`src/rtl/golm_pkg.sv`:
```
// ----------------------------------------------------------------------------
// golm_pkg
// Shared types and constants for the glyph outline marker.
// ----------------------------------------------------------------------------
`default_nettype none

package golm_pkg;

    localparam int ROW_W     = 16;
    localparam int MAX_WIDTH = 16;
    localparam int EFF_MAX   = (MAX_WIDTH < ROW_W) ? MAX_WIDTH : ROW_W;
    localparam int WIDTH_W   = 5;
    localparam int PIX_W     = 2;
    localparam int OUT_W     = PIX_W * ROW_W;
    localparam int SHIFT_W   = $clog2(OUT_W + 1);

    localparam logic [PIX_W-1:0] PIX_EMPTY   = 2'd0;
    localparam logic [PIX_W-1:0] PIX_INK     = 2'd1;
    localparam logic [PIX_W-1:0] PIX_OUTLINE = 2'd2;

    typedef logic [ROW_W-1:0]   row_t;
    typedef logic [WIDTH_W-1:0] width_t;
    typedef logic [OUT_W-1:0]   pixels_t;

    typedef struct packed {
        row_t above;
        row_t row;
        row_t below;
        logic last;
    } job_t;

    typedef struct packed {
        logic valid;
        job_t job;
    } job_issue_t;

endpackage

`default_nettype wire

```
`src/rtl/golm_in_if.sv`:
```
// ----------------------------------------------------------------------------
// golm_in_if
// Row input channel: one glyph row per word.
// ----------------------------------------------------------------------------
`default_nettype none

interface golm_in_if;
    import golm_pkg::*;

    logic valid;
    logic ready;
    row_t row_bits;
    logic last_row;

    modport source (output valid, output row_bits, output last_row, input ready);
    modport sink   (input valid, input row_bits, input last_row, output ready);
endinterface

`default_nettype wire

```
`src/rtl/golm_out_if.sv`:
```
// ----------------------------------------------------------------------------
// golm_out_if
// Pixel output channel: one rendered row of 2-bit pixels per word.
// ----------------------------------------------------------------------------
`default_nettype none

interface golm_out_if;
    import golm_pkg::*;

    logic    valid;
    logic    ready;
    pixels_t row_pixels;
    logic    last_out;

    modport source (output valid, output row_pixels, output last_out, input ready);
    modport sink   (input valid, input row_pixels, input last_out, output ready);
endinterface

`default_nettype wire

```
`src/rtl/golm_window.sv`:
```
// ----------------------------------------------------------------------------
// golm_window
// Row window state and job register: turns each accepted row into up to
// two render jobs and issues them in order.
// ----------------------------------------------------------------------------
`default_nettype none

module golm_window (
    input  wire logic                clk,
    input  wire logic                rst_n,
    input  wire logic                in_valid,
    output logic                     in_ready,
    input  wire golm_pkg::row_t      in_row,
    input  wire logic                in_last,
    input  wire logic                take,
    output golm_pkg::job_issue_t     issue
);
    import golm_pkg::*;

    row_t upper_reg;
    row_t held_reg;
    logic pending_reg;
    job_t job_a_reg;
    job_t job_b_reg;
    logic job_a_valid_reg;
    logic job_b_valid_reg;

    logic issue_fire;
    logic a_left;
    logic b_left;
    logic in_fire;

    assign issue_fire = (job_a_valid_reg || job_b_valid_reg) && take;
    assign a_left     = job_a_valid_reg && !issue_fire;
    assign b_left     = job_b_valid_reg && !(issue_fire && !job_a_valid_reg);
    assign in_ready   = !a_left && !b_left;
    assign in_fire    = in_valid && in_ready;

    assign issue.valid = job_a_valid_reg || job_b_valid_reg;
    assign issue.job   = job_a_valid_reg ? job_a_reg : job_b_reg;

    always_ff @(posedge clk or negedge rst_n)
    begin
        if (!rst_n)
        begin
            upper_reg       <= '0;
            held_reg        <= '0;
            pending_reg     <= 1'b0;
            job_a_valid_reg <= 1'b0;
            job_b_valid_reg <= 1'b0;
        end
        else if (in_fire)
        begin
            job_a_valid_reg <= pending_reg;
            job_b_valid_reg <= in_last;
            if (in_last)
            begin
                upper_reg   <= '0;
                held_reg    <= '0;
                pending_reg <= 1'b0;
            end
            else
            begin
                upper_reg   <= pending_reg ? held_reg : '0;
                held_reg    <= in_row;
                pending_reg <= 1'b1;
            end
        end
        else
        begin
            job_a_valid_reg <= a_left;
            job_b_valid_reg <= b_left;
        end
    end

    always_ff @(posedge clk)
    begin
        if (in_fire)
        begin
            job_a_reg.above <= upper_reg;
            job_a_reg.row   <= held_reg;
            job_a_reg.below <= in_row;
            job_a_reg.last  <= 1'b0;
            job_b_reg.above <= pending_reg ? held_reg : '0;
            job_b_reg.row   <= in_row;
            job_b_reg.below <= '0;
            job_b_reg.last  <= 1'b1;
        end
    end

    a_last_clears: assert property (@(posedge clk) disable iff (!rst_n)
        (in_fire && in_last) |=> !pending_reg)
        else $error("row still held after last row");

    a_pending_job: assert property (@(posedge clk) disable iff (!rst_n)
        (in_fire && pending_reg) |=> job_a_valid_reg)
        else $error("held row not scheduled for output");

    a_idle_ready: assert property (@(posedge clk) disable iff (!rst_n)
        (!job_a_valid_reg && !job_b_valid_reg) |-> in_ready)
        else $error("not ready with no jobs queued");

endmodule

`default_nettype wire

```
`src/rtl/golm_render.sv`:
```
// ----------------------------------------------------------------------------
// golm_render
// Bitwise outline rendering of one row into right-aligned 2-bit pixels.
// ----------------------------------------------------------------------------
`default_nettype none

module golm_render (
    input  wire golm_pkg::job_t     job,
    input  wire golm_pkg::width_t   glyph_width,
    output golm_pkg::pixels_t       pixels
);
    import golm_pkg::*;

    width_t           w;
    row_t             mask;
    row_t             cur;
    row_t             side;
    row_t             edge_bits;
    pixels_t          wide;
    logic [SHIFT_W-1:0] shamt;

    always_comb
    begin
        w = (glyph_width > width_t'(EFF_MAX)) ? width_t'(EFF_MAX) : glyph_width;
        for (int b = 0; b < ROW_W; b++)
        begin
            mask[b] = (WIDTH_W'(ROW_W - 1 - b) < w);
        end
        cur       = job.row & mask;
        side      = (cur << 1) | (cur >> 1);
        edge_bits = (side | (job.above & mask) | (job.below & mask)) & ~cur & mask;
        for (int b = 0; b < ROW_W; b++)
        begin
            if (cur[b])
                wide[PIX_W*b +: PIX_W] = PIX_INK;
            else if (edge_bits[b])
                wide[PIX_W*b +: PIX_W] = PIX_OUTLINE;
            else
                wide[PIX_W*b +: PIX_W] = PIX_EMPTY;
        end
        shamt  = SHIFT_W'(PIX_W) * (SHIFT_W'(ROW_W) - SHIFT_W'(w));
        pixels = wide >> shamt;
    end

endmodule

`default_nettype wire

```
`src/rtl/glyph_outline_marker.sv`:
```
// ----------------------------------------------------------------------------
// glyph_outline_marker
// Marks ink and 4-connected outline pixels of a 1-bpp glyph, row by row.
// A row's job is registered when the row below it is accepted, then rendered
// and held in the output register. Throughput: one row per cycle while
// row_out is ready; a last row after a held row has two jobs for one renderer.
// Reset clears the row window and job queue; glyph_width resets to 16.
// ----------------------------------------------------------------------------
`default_nettype none

module glyph_outline_marker (
    input  wire logic               clk,
    input  wire logic               rst_n,
    golm_in_if.sink                 row_in,
    golm_out_if.source              row_out,
    input  wire logic               cfg_we,
    input  wire golm_pkg::width_t   cfg_wdata
);
    import golm_pkg::*;

    width_t     width_reg;
    job_issue_t issue;
    pixels_t    pixels;
    pixels_t    pixels_reg;
    logic       last_reg;
    logic       out_valid_reg;
    logic       out_free;

    assign out_free = !out_valid_reg || row_out.ready;

    golm_window u_window (
        .clk      (clk),
        .rst_n    (rst_n),
        .in_valid (row_in.valid),
        .in_ready (row_in.ready),
        .in_row   (row_in.row_bits),
        .in_last  (row_in.last_row),
        .take     (out_free),
        .issue    (issue)
    );

    golm_render u_render (
        .job         (issue.job),
        .glyph_width (width_reg),
        .pixels      (pixels)
    );

    always_ff @(posedge clk or negedge rst_n)
    begin
        if (!rst_n)
        begin
            width_reg     <= width_t'(16);
            out_valid_reg <= 1'b0;
        end
        else
        begin
            if (cfg_we)
                width_reg <= cfg_wdata;
            if (out_free)
                out_valid_reg <= issue.valid;
        end
    end

    always_ff @(posedge clk)
    begin
        if (out_free && issue.valid)
        begin
            pixels_reg <= pixels;
            last_reg   <= issue.job.last;
        end
    end

    assign row_out.valid      = out_valid_reg;
    assign row_out.row_pixels = pixels_reg;
    assign row_out.last_out   = last_reg;

endmodule

`default_nettype wire
```
`src/flat_wrapper.sv`:
```
// flat-port wrapper written by rule: the top's interface ports become plain ports
module glyph_outline_marker_flat import golm_pkg::*;
  (clk, rst_n, cfg_we, cfg_wdata, row_in_valid, row_in_row_bits, row_in_last_row, row_in_ready, row_out_valid, row_out_row_pixels, row_out_last_out, row_out_ready);
  golm_in_if row_in_i ();
  golm_out_if row_out_i ();
  input  wire logic clk;
  input  wire logic rst_n;
  input  wire logic cfg_we;
  input  wire golm_pkg::width_t cfg_wdata;
  input wire logic [$bits(row_in_i.valid)-1:0] row_in_valid;
  input wire logic [$bits(row_in_i.row_bits)-1:0] row_in_row_bits;
  input wire logic [$bits(row_in_i.last_row)-1:0] row_in_last_row;
  output wire logic [$bits(row_in_i.ready)-1:0] row_in_ready;
  output wire logic [$bits(row_out_i.valid)-1:0] row_out_valid;
  output wire logic [$bits(row_out_i.row_pixels)-1:0] row_out_row_pixels;
  output wire logic [$bits(row_out_i.last_out)-1:0] row_out_last_out;
  input wire logic [$bits(row_out_i.ready)-1:0] row_out_ready;
  assign row_in_i.valid = row_in_valid;
  assign row_in_i.row_bits = row_in_row_bits;
  assign row_in_i.last_row = row_in_last_row;
  assign row_in_ready = row_in_i.ready;
  assign row_out_valid = row_out_i.valid;
  assign row_out_row_pixels = row_out_i.row_pixels;
  assign row_out_last_out = row_out_i.last_out;
  assign row_out_i.ready = row_out_ready;
  glyph_outline_marker u_core (.clk(clk), .rst_n(rst_n), .row_in(row_in_i), .row_out(row_out_i), .cfg_we(cfg_we), .cfg_wdata(cfg_wdata));
endmodule
```
`config.mk`:
```
export PLATFORM = sky130hd
export DESIGN_NAME = glyph_outline_marker_flat
export DESIGN_NICKNAME = d
export VERILOG_FILES = /design/src/rtl/golm_pkg.sv /design/src/rtl/golm_in_if.sv /design/src/rtl/golm_out_if.sv /design/src/rtl/golm_window.sv /design/src/rtl/golm_render.sv /design/src/rtl/glyph_outline_marker.sv /design/src/flat_wrapper.sv
export SDC_FILE = /design/constraint.sdc
export NUM_CORES = 1
export LEC_CHECK = 0
export BUFFER_PORTS_ARGS = -buffer_cell sky130_fd_sc_hd__buf_2
export CELL_PAD_IN_SITES_DETAIL_PLACEMENT = 2
export CELL_PAD_IN_SITES_GLOBAL_PLACEMENT = 2
export CORE_MARGIN = 2
export CORE_UTILIZATION = 40
export CTS_CLUSTER_SIZE = 40
export DETAILED_ROUTE_END_ITERATION = 7
export GPL_TIMING_DRIVEN = 0
export PLACE_DENSITY = 0.81
export RECOVER_POWER = 25
export SLEW_MARGIN = 20
export SYNTH_ARGS = -nofsm -noshare
export SYNTH_HDL_FRONTEND = slang
export SYNTH_SLANG_ARGS = --single-unit
```
`constraint.sdc`:
```
create_clock -name clk -period 4.5 [get_ports clk]
set_clock_uncertainty 0.15 [all_clocks]
set_input_delay 0.675 -clock clk [delete_from_list [all_inputs] [get_ports clk]]
set_output_delay 0.675 -clock clk [all_outputs]
set_load 0.005 [all_outputs]
```
==> out/metrics.yaml, run 1 <==
logic_synthesis:
  synth_nets: 651
  ys_seq_elements: 138
  ys_top_cells_by_area: "edfxtp_1, dfrtp_1, mux4_2, nor2_1, nand2_1"
  ys_warn_count: 0
  synth_top_area_cell: "edfxtp_1"
  synth_ff_type: "edfxtp_1"
  yosys-top-cells-count: "edfxtp_1, nor2_1, nand2_1, dfrtp_1, o21ai_0"
  yosysSeqAreaShare: 0.556
  netlist_instances: 623
  syn-mean-instance-area_um2: 11.4
  synthDistinctLibCells: 66
  yosysMostFrequentCell: "edfxtp_1"
  syn_area_um2: 7090
  async_reset_ff_frac: 0.297
  synth_edf_count: 97
  yosysTopAreaCellShare: 0.411
clock_network:
  cts.sinks: 138
  numCtsBuffers: 17
  cts_buffer_depth: 2
  root_buffer: "clkbuf_16"
  ctsResizeCount: 0
  clk-insertion-delay-late_ns: 0.43
  post-cts-setup-buffer-count: 0
  cts_max_level: 4
  postCtsHoldBufs: 0
  cts_tree: "done"
  clkTransAtPathRegs_ns: 0.07
timing:
  fin_crit_sh: 0.913
  setup_tns_ns: 0
  rsz0062_at_grt: "no"
  fmax_mhz: 243
  setup_viol_count_final: 0
  hold_viol: 0
  tightest_slew_ns: 1.68
  post-route-min-period_ns: 4.11
  final-max-slew-violation-count: 30
  setup_ws_ns: 0.389
  maxSlewHeadroom: -0.121
route:
  wl_per_cell_um: 26.0
  dr.pass1.iters: 5
  drt-total-wl_mm: 24.5
  wl_met3_um: 989
  m1WireLength_mm: 10.2
  antenna_left: 0
  vias: 5742
  post-route-drc-count: 0
  wl_met2_mm: 12.7
  via_per_inst: 6.10
  drtIter0Drc: 283
  highest-signal-layer: "met4"
floorplanning:
  dieArea_um2: 18800
  die_x_um: 137
  core_area_um2: 17300
  initial_utilization: 0.410
  ios: 62
  die-height_um: 137
  rows: 48
critical_path:
  crit_required_ns: 4.58
  worstReg2RegEnd: "u_core.row_out.row_pixels[11]"
  startpoint: "u_core.width_reg[4]"
  cp_top_family: "buffers and inverters"
  cp_slowest_cell: "dfstp_2"
  path_buf_inv: 7
  critPathKind: "reg -> reg"
  timing.rr.start: "u_core.width_reg[4]"
  cp-end-kind: "register"
  crit_path_start_kind: "register"
  cp.arrival_ns: 4.20
  crit_cells: 12
  path_common_cell: "clkbuf_1"
  worst_path_largest_cell_delay_ns: 0.52
  path_cells: "buf_6 -> nor2b_1 -> inv_1 -> buf_2 -> clkbuf_1 -> ha_1 -> clkbuf_1 -> xnor2_1 -> clkbuf_1 -> clkbuf_1 -> nand2_1 -> o21ai_0"
  worst-path-max-fanout: 10
  r2r_slack_ns: 0.39
  r2r_cells: 12
grt:
  grt_pass1_wl_mm: 38.5
  grt_max_degree: 46
  gr-total-overflow: 0
  grt_usage: 0.278
  antenna_found_initial: 0
  grt_pass1_vias: 6348
placed_design:
  dp_slack_ns: 0.383
  portBuffers: 59
  gp_congestion: 0.907
  hpwl_mm: 17.6
power:
  p_per_area_nw_per_um2: 700
  total_power_mw: 5.83
  p_leak_nw: 3.12
  max-vdd-ir-drop_v: 0.000391
status:
  violations: "capacitance limit, slew limit"
  status: "finished with violations"
layout:
  area_growth_syn_to_layout_pct: 17.5
  antenna_cells: 0
  fin_nets: 732
  final_util: 0.482
  fill_cells: 1781
  largest_reg_flops: 48
  drive_gt1_frac: 0.191
flow_run:
  max_cap_violations: 1
min_path:
  hold_path_class: "in -> async"
==> metal layers <==
layer,track usage,vias up
met2,0.485,161
met4,0.0968,0
li1,-,2552
met5,0,-
met3,0.0470,43
met1,0.347,2986
==> layout by cell type (no fill, tap or decap), drive strengths merged, types with 16 or more instances in the layout <==
cell type and count:
clkbuf 63, mux2i 17, a21oi 25, edfxtp 97
o21ai 33, nand2b 18, nor2 52, buf 66
dfrtp 40, a22o 16, nand2 51, nor3 16
and2 19
==> stage by stage <==
stage	hold WS (ns)	cells	cell area, um^2
floorplan	0.229	623	7090
global placement	0.283	907	7660
detailed placement	0.298	909	7720
CTS	0.275	941	8340
global route	0.179	942	8330
finish	0.128	942	8330
==> cell families after synthesis <==
family	after synthesis	synth area share
AO/OA/AOI/OAI	167	0.171
XOR/XNOR	2	0.00247
adder cells (fa/ha/maj)	2	0.00318
buffers and inverters	57	0.0350
flip-flops	138	0.556
multiplexers	41	0.0796
AND/OR/NAND/NOR	216	0.153
==> how the worst max path moves through the flow <==
stage                               endpoint  slack [ns]
2_1_floorplan  u_core.u_window.upper_reg[10]        0.76
3_3_place_gp   u_core.u_window.upper_reg[11]       -0.29
3_5_place_dp   u_core.row_out.row_pixels[11]        0.38
4_1_cts        u_core.row_out.row_pixels[11]        0.38
5_1_grt        u_core.row_out.row_pixels[11]        0.07
6_report       u_core.row_out.row_pixels[11]        0.39
==> layout make-up <==
cell class / count / area [um^2] / area share
Clock inverter: 13 / 189 / 0.0227
Clock buffer: 19 / 433 / 0.0520
Sequential cell: 138 / 3940 / 0.473
Buffer: 48 / 214 / 0.0257
Tap cell: 225 / 282 / 0.0338
Timing Repair Buffer: 62 / 328 / 0.0394
Multi-Input combinational cell: 428 / 2910 / 0.349
Inverter: 9 / 36.3 / 0.00436
==> where the power goes <==
group          total (mW)  leakage, nW  switching (mW)  internal [mW]
Combinational        2.17         1.33            1.39          0.780
Sequential           2.13         1.49           0.228           1.90
Clock                1.52        0.299           0.591          0.934
Power figures use the tool's default switching activity.
==> run 2: changes to the inputs <==
--- a/config.mk
+++ b/config.mk
@@ -6,14 +6,14 @@
 export NUM_CORES = 1
 export LEC_CHECK = 0
 export BUFFER_PORTS_ARGS = -buffer_cell sky130_fd_sc_hd__buf_2
-export CELL_PAD_IN_SITES_DETAIL_PLACEMENT = 2
-export CELL_PAD_IN_SITES_GLOBAL_PLACEMENT = 2
+export CELL_PAD_IN_SITES_DETAIL_PLACEMENT = 1
+export CELL_PAD_IN_SITES_GLOBAL_PLACEMENT = 1
 export CORE_MARGIN = 2
-export CORE_UTILIZATION = 40
+export CORE_UTILIZATION = 41
 export CTS_CLUSTER_SIZE = 40
 export DETAILED_ROUTE_END_ITERATION = 7
 export GPL_TIMING_DRIVEN = 0
-export PLACE_DENSITY = 0.81
+export PLACE_DENSITY_LB_ADDON = 0.1
 export RECOVER_POWER = 25
 export SLEW_MARGIN = 20
 export SYNTH_ARGS = -nofsm -noshare
==> out/metrics.yaml, run 2 (synthesized netlist as in run 1, its figures left out) <==
status:
  status: "finished with violations"
  violations: "capacitance limit, slew limit"
grt:
  antenna_found_initial: 0  # unchanged
  gr-total-overflow: 0  # unchanged
  grt_usage: 0.242  # -0.0360
  grt_max_degree: 50  # +8.7%
  grt_pass1_vias: 5741  # -9.6%
  grt_pass1_wl_mm: 33.1  # -14%
layout:
  area_growth_syn_to_layout_pct: 16.4
  antenna_cells: 0  # unchanged
  drive_gt1_frac: 0.196  # +0.00500
  layout_common_cells: "edfxtp_1, buf_2, nand2_1, nor2_1"
  largest_reg_flops: 48  # unchanged
  fill_cells: 1851  # +3.9%
  fin_nets: 731  # -0.14%
  final_common_cell: "edfxtp_1"
power:
  seqPwrFrac: 0.381  # +0.015
  power_frac_comb: 0.375  # +0.002
  p_leak_nw: 3.09  # -0.89%
  max-vdd-ir-drop_v: 0.000303  # -23%
  p_int_mw: 3.46  # -4.5%
  p_clk_frac: 0.243  # -0.019
  p_sw_mw: 2.04  # -7.9%
  swShare: 0.371  # -0.00858
  p_per_area_nw_per_um2: 666  # -4.9%
critical_path:
  critPathKind: "reg -> reg"
  crit_required_ns: 4.51  # -0.07 ns
  path_common_cell: "clkbuf_1"
  cp_slowest_cell: "dfstp_2"
  worst-path-max-fanout: 10  # unchanged
  cp.arrival_ns: 4.09  # -0.11 ns
  path_cells: "buf_6 -> nor2b_1 -> inv_1 -> buf_2 -> clkbuf_1 -> ha_1 -> clkinv_1 -> clkbuf_1 -> mux4_2 -> mux2i_1 -> a211oi_1"
  crit_path_start_kind: "register"
  worst_path_largest_cell_delay_ns: 0.52  # about the same
  cp-end-kind: "register"
clock_network:
  postCtsHoldBufs: 0  # unchanged
  clk-insertion-delay-late_ns: 0.44  # about the same
  cts_buffer_depth: 2  # unchanged
  root_buffer: "clkbuf_16"
  ctsResizeCount: 0  # unchanged
  post-cts-setup-buffer-count: 0  # unchanged
  cts_max_level: 4  # unchanged
  numCtsBuffers: 17  # unchanged
  cts.sinks: 138  # unchanged
  cts_tree: "done"
  clkTransAtPathRegs_ns: 0.06  # about the same
floorplanning:
  ios: 62  # unchanged
  dieArea_um2: 18400  # -2.4%
  die_x_um: 135  # -1.2%
  core_area_um2: 17100  # -1.0%
  initial_utilization: 0.414  # +0.00431
  die-height_um: 135  # -1.2%
  rows: 48  # unchanged
route:
  via_per_inst: 5.81  # -4.7%
  drt-total-wl_mm: 21.1  # -14%
  antenna_left: 0  # unchanged
  wl_per_cell_um: 22.4  # -14%
  post-route-drc-count: 0  # unchanged
  dr.pass1.iters: 5  # unchanged
  drtIter0Drc: 376  # +33%
  vias: 5453  # -5.0%
timing:
  maxSlewHeadroom: -0.691  # -0.570
  fin_crit_sh: 0.907  # -0.00646
  setup_viol_count_final: 0  # unchanged
  hold_viol: 0  # unchanged
  rsz0062_at_grt: "no"
  tightest_slew_ns: 2.54  # +0.855 ns
  final-max-slew-violation-count: 42  # +40%
  worst_hold_slack_ns: 0.278  # +0.150 ns
  post-route-min-period_ns: 4.08  # -0.0291 ns
  setup_ws_ns: 0.418  # +0.0291 ns
  fmax_mhz: 245  # +0.71%
placed_design:
  hpwl_mm: 15.7  # -11%
  portBuffers: 59  # unchanged
  dp_slack_ns: 0.478  # +0.0950 ns
  gp_congestion: 0.886  # -2.3%
flow_run:
  max_cap_violations: 1  # unchanged
min_path:
  hold_path_class: "in -> reg"
==> run 2: worst paths after layout <==
| path | cells past startpoint | slack (ns) | startpoint | end |
|---|---|---|---|---|
| max | 11 | 0.42 | u_core.width_reg[4] | u_core.row_out.row_pixels[4] |
| min | 1 | 0.28 | row_in_row_bits[4] | u_core.u_window.job_a_reg[5] |
| max reg2reg | 11 | 0.42 | u_core.width_reg[4] | u_core.row_out.row_pixels[4] |
| min reg2reg | 0 | 0.30 | u_core.u_window.upper_reg[9] | u_core.u_window.job_a_reg[42] |
| max in group asynchronous | 1 | 1.87 | rst_n | u_core.row_out.valid |
| min in group asynchronous | 1 | 0.87 | rst_n | u_core.width_reg[2] |
==> run 2: worst max-delay path, delay by kind of cell, from the launching register on <==
family                     cells  cell delay [ns]
and+or+nand+nor                1             0.06
buffers and inverters          6             1.81
AOI/OAI and AO/OA              1             0.12
adders and majority gates      1             0.34
muxes                          2             0.78
DFF                            1             0.52
==> run 2: cell type report <==
class	count	area (um^2)	area share
timing repair buffer	61	322	0.0390
tap	225	282	0.0341
multi-input combinational	428	2910	0.352
buffer	48	214	0.0259
clock buffer	20	457	0.0553
clock inverter	10	93.8	0.0114
inverter	9	36.3	0.00440
sequential	138	3940	0.477
==> run 2: stage by stage <==
stage	instances	cell area (um^2)	TNS, ns	total power [mW]	utilization
after floorplan	623	7090	0	3.38	-
after global placement	907	7660	-4.21	4.09	0.448
after detailed placement	909	7710	0	4.17	0.451
after CTS	939	8270	0	5.51	0.483
after global routing	939	8250	0	5.80	0.482
final	939	8250	0	5.49	0.482
==> run 2: power groups by stage <==
stage	Combinational [mW]	Sequential, mW	Clock [mW]
final	2.06	2.09	1.34
after global routing	2.26	2.14	1.41
after detailed placement	2.05	2.12	0
after floorplan	1.29	2.09	0
after CTS	2.06	2.10	1.35
after global placement	1.97	2.11	0
==> run 2: metal layers <==
layer | track usage | vias to the layer above | part of all wire
li1 | - | 2540 | -
met1 | 0.307 | 2702 | 0.44
met2 | 0.408 | 165 | 0.49
met3 | 0.0471 | 46 | 0.040
met4 | 0.0972 | 0 | 0.032
met5 | 0 | - | 0
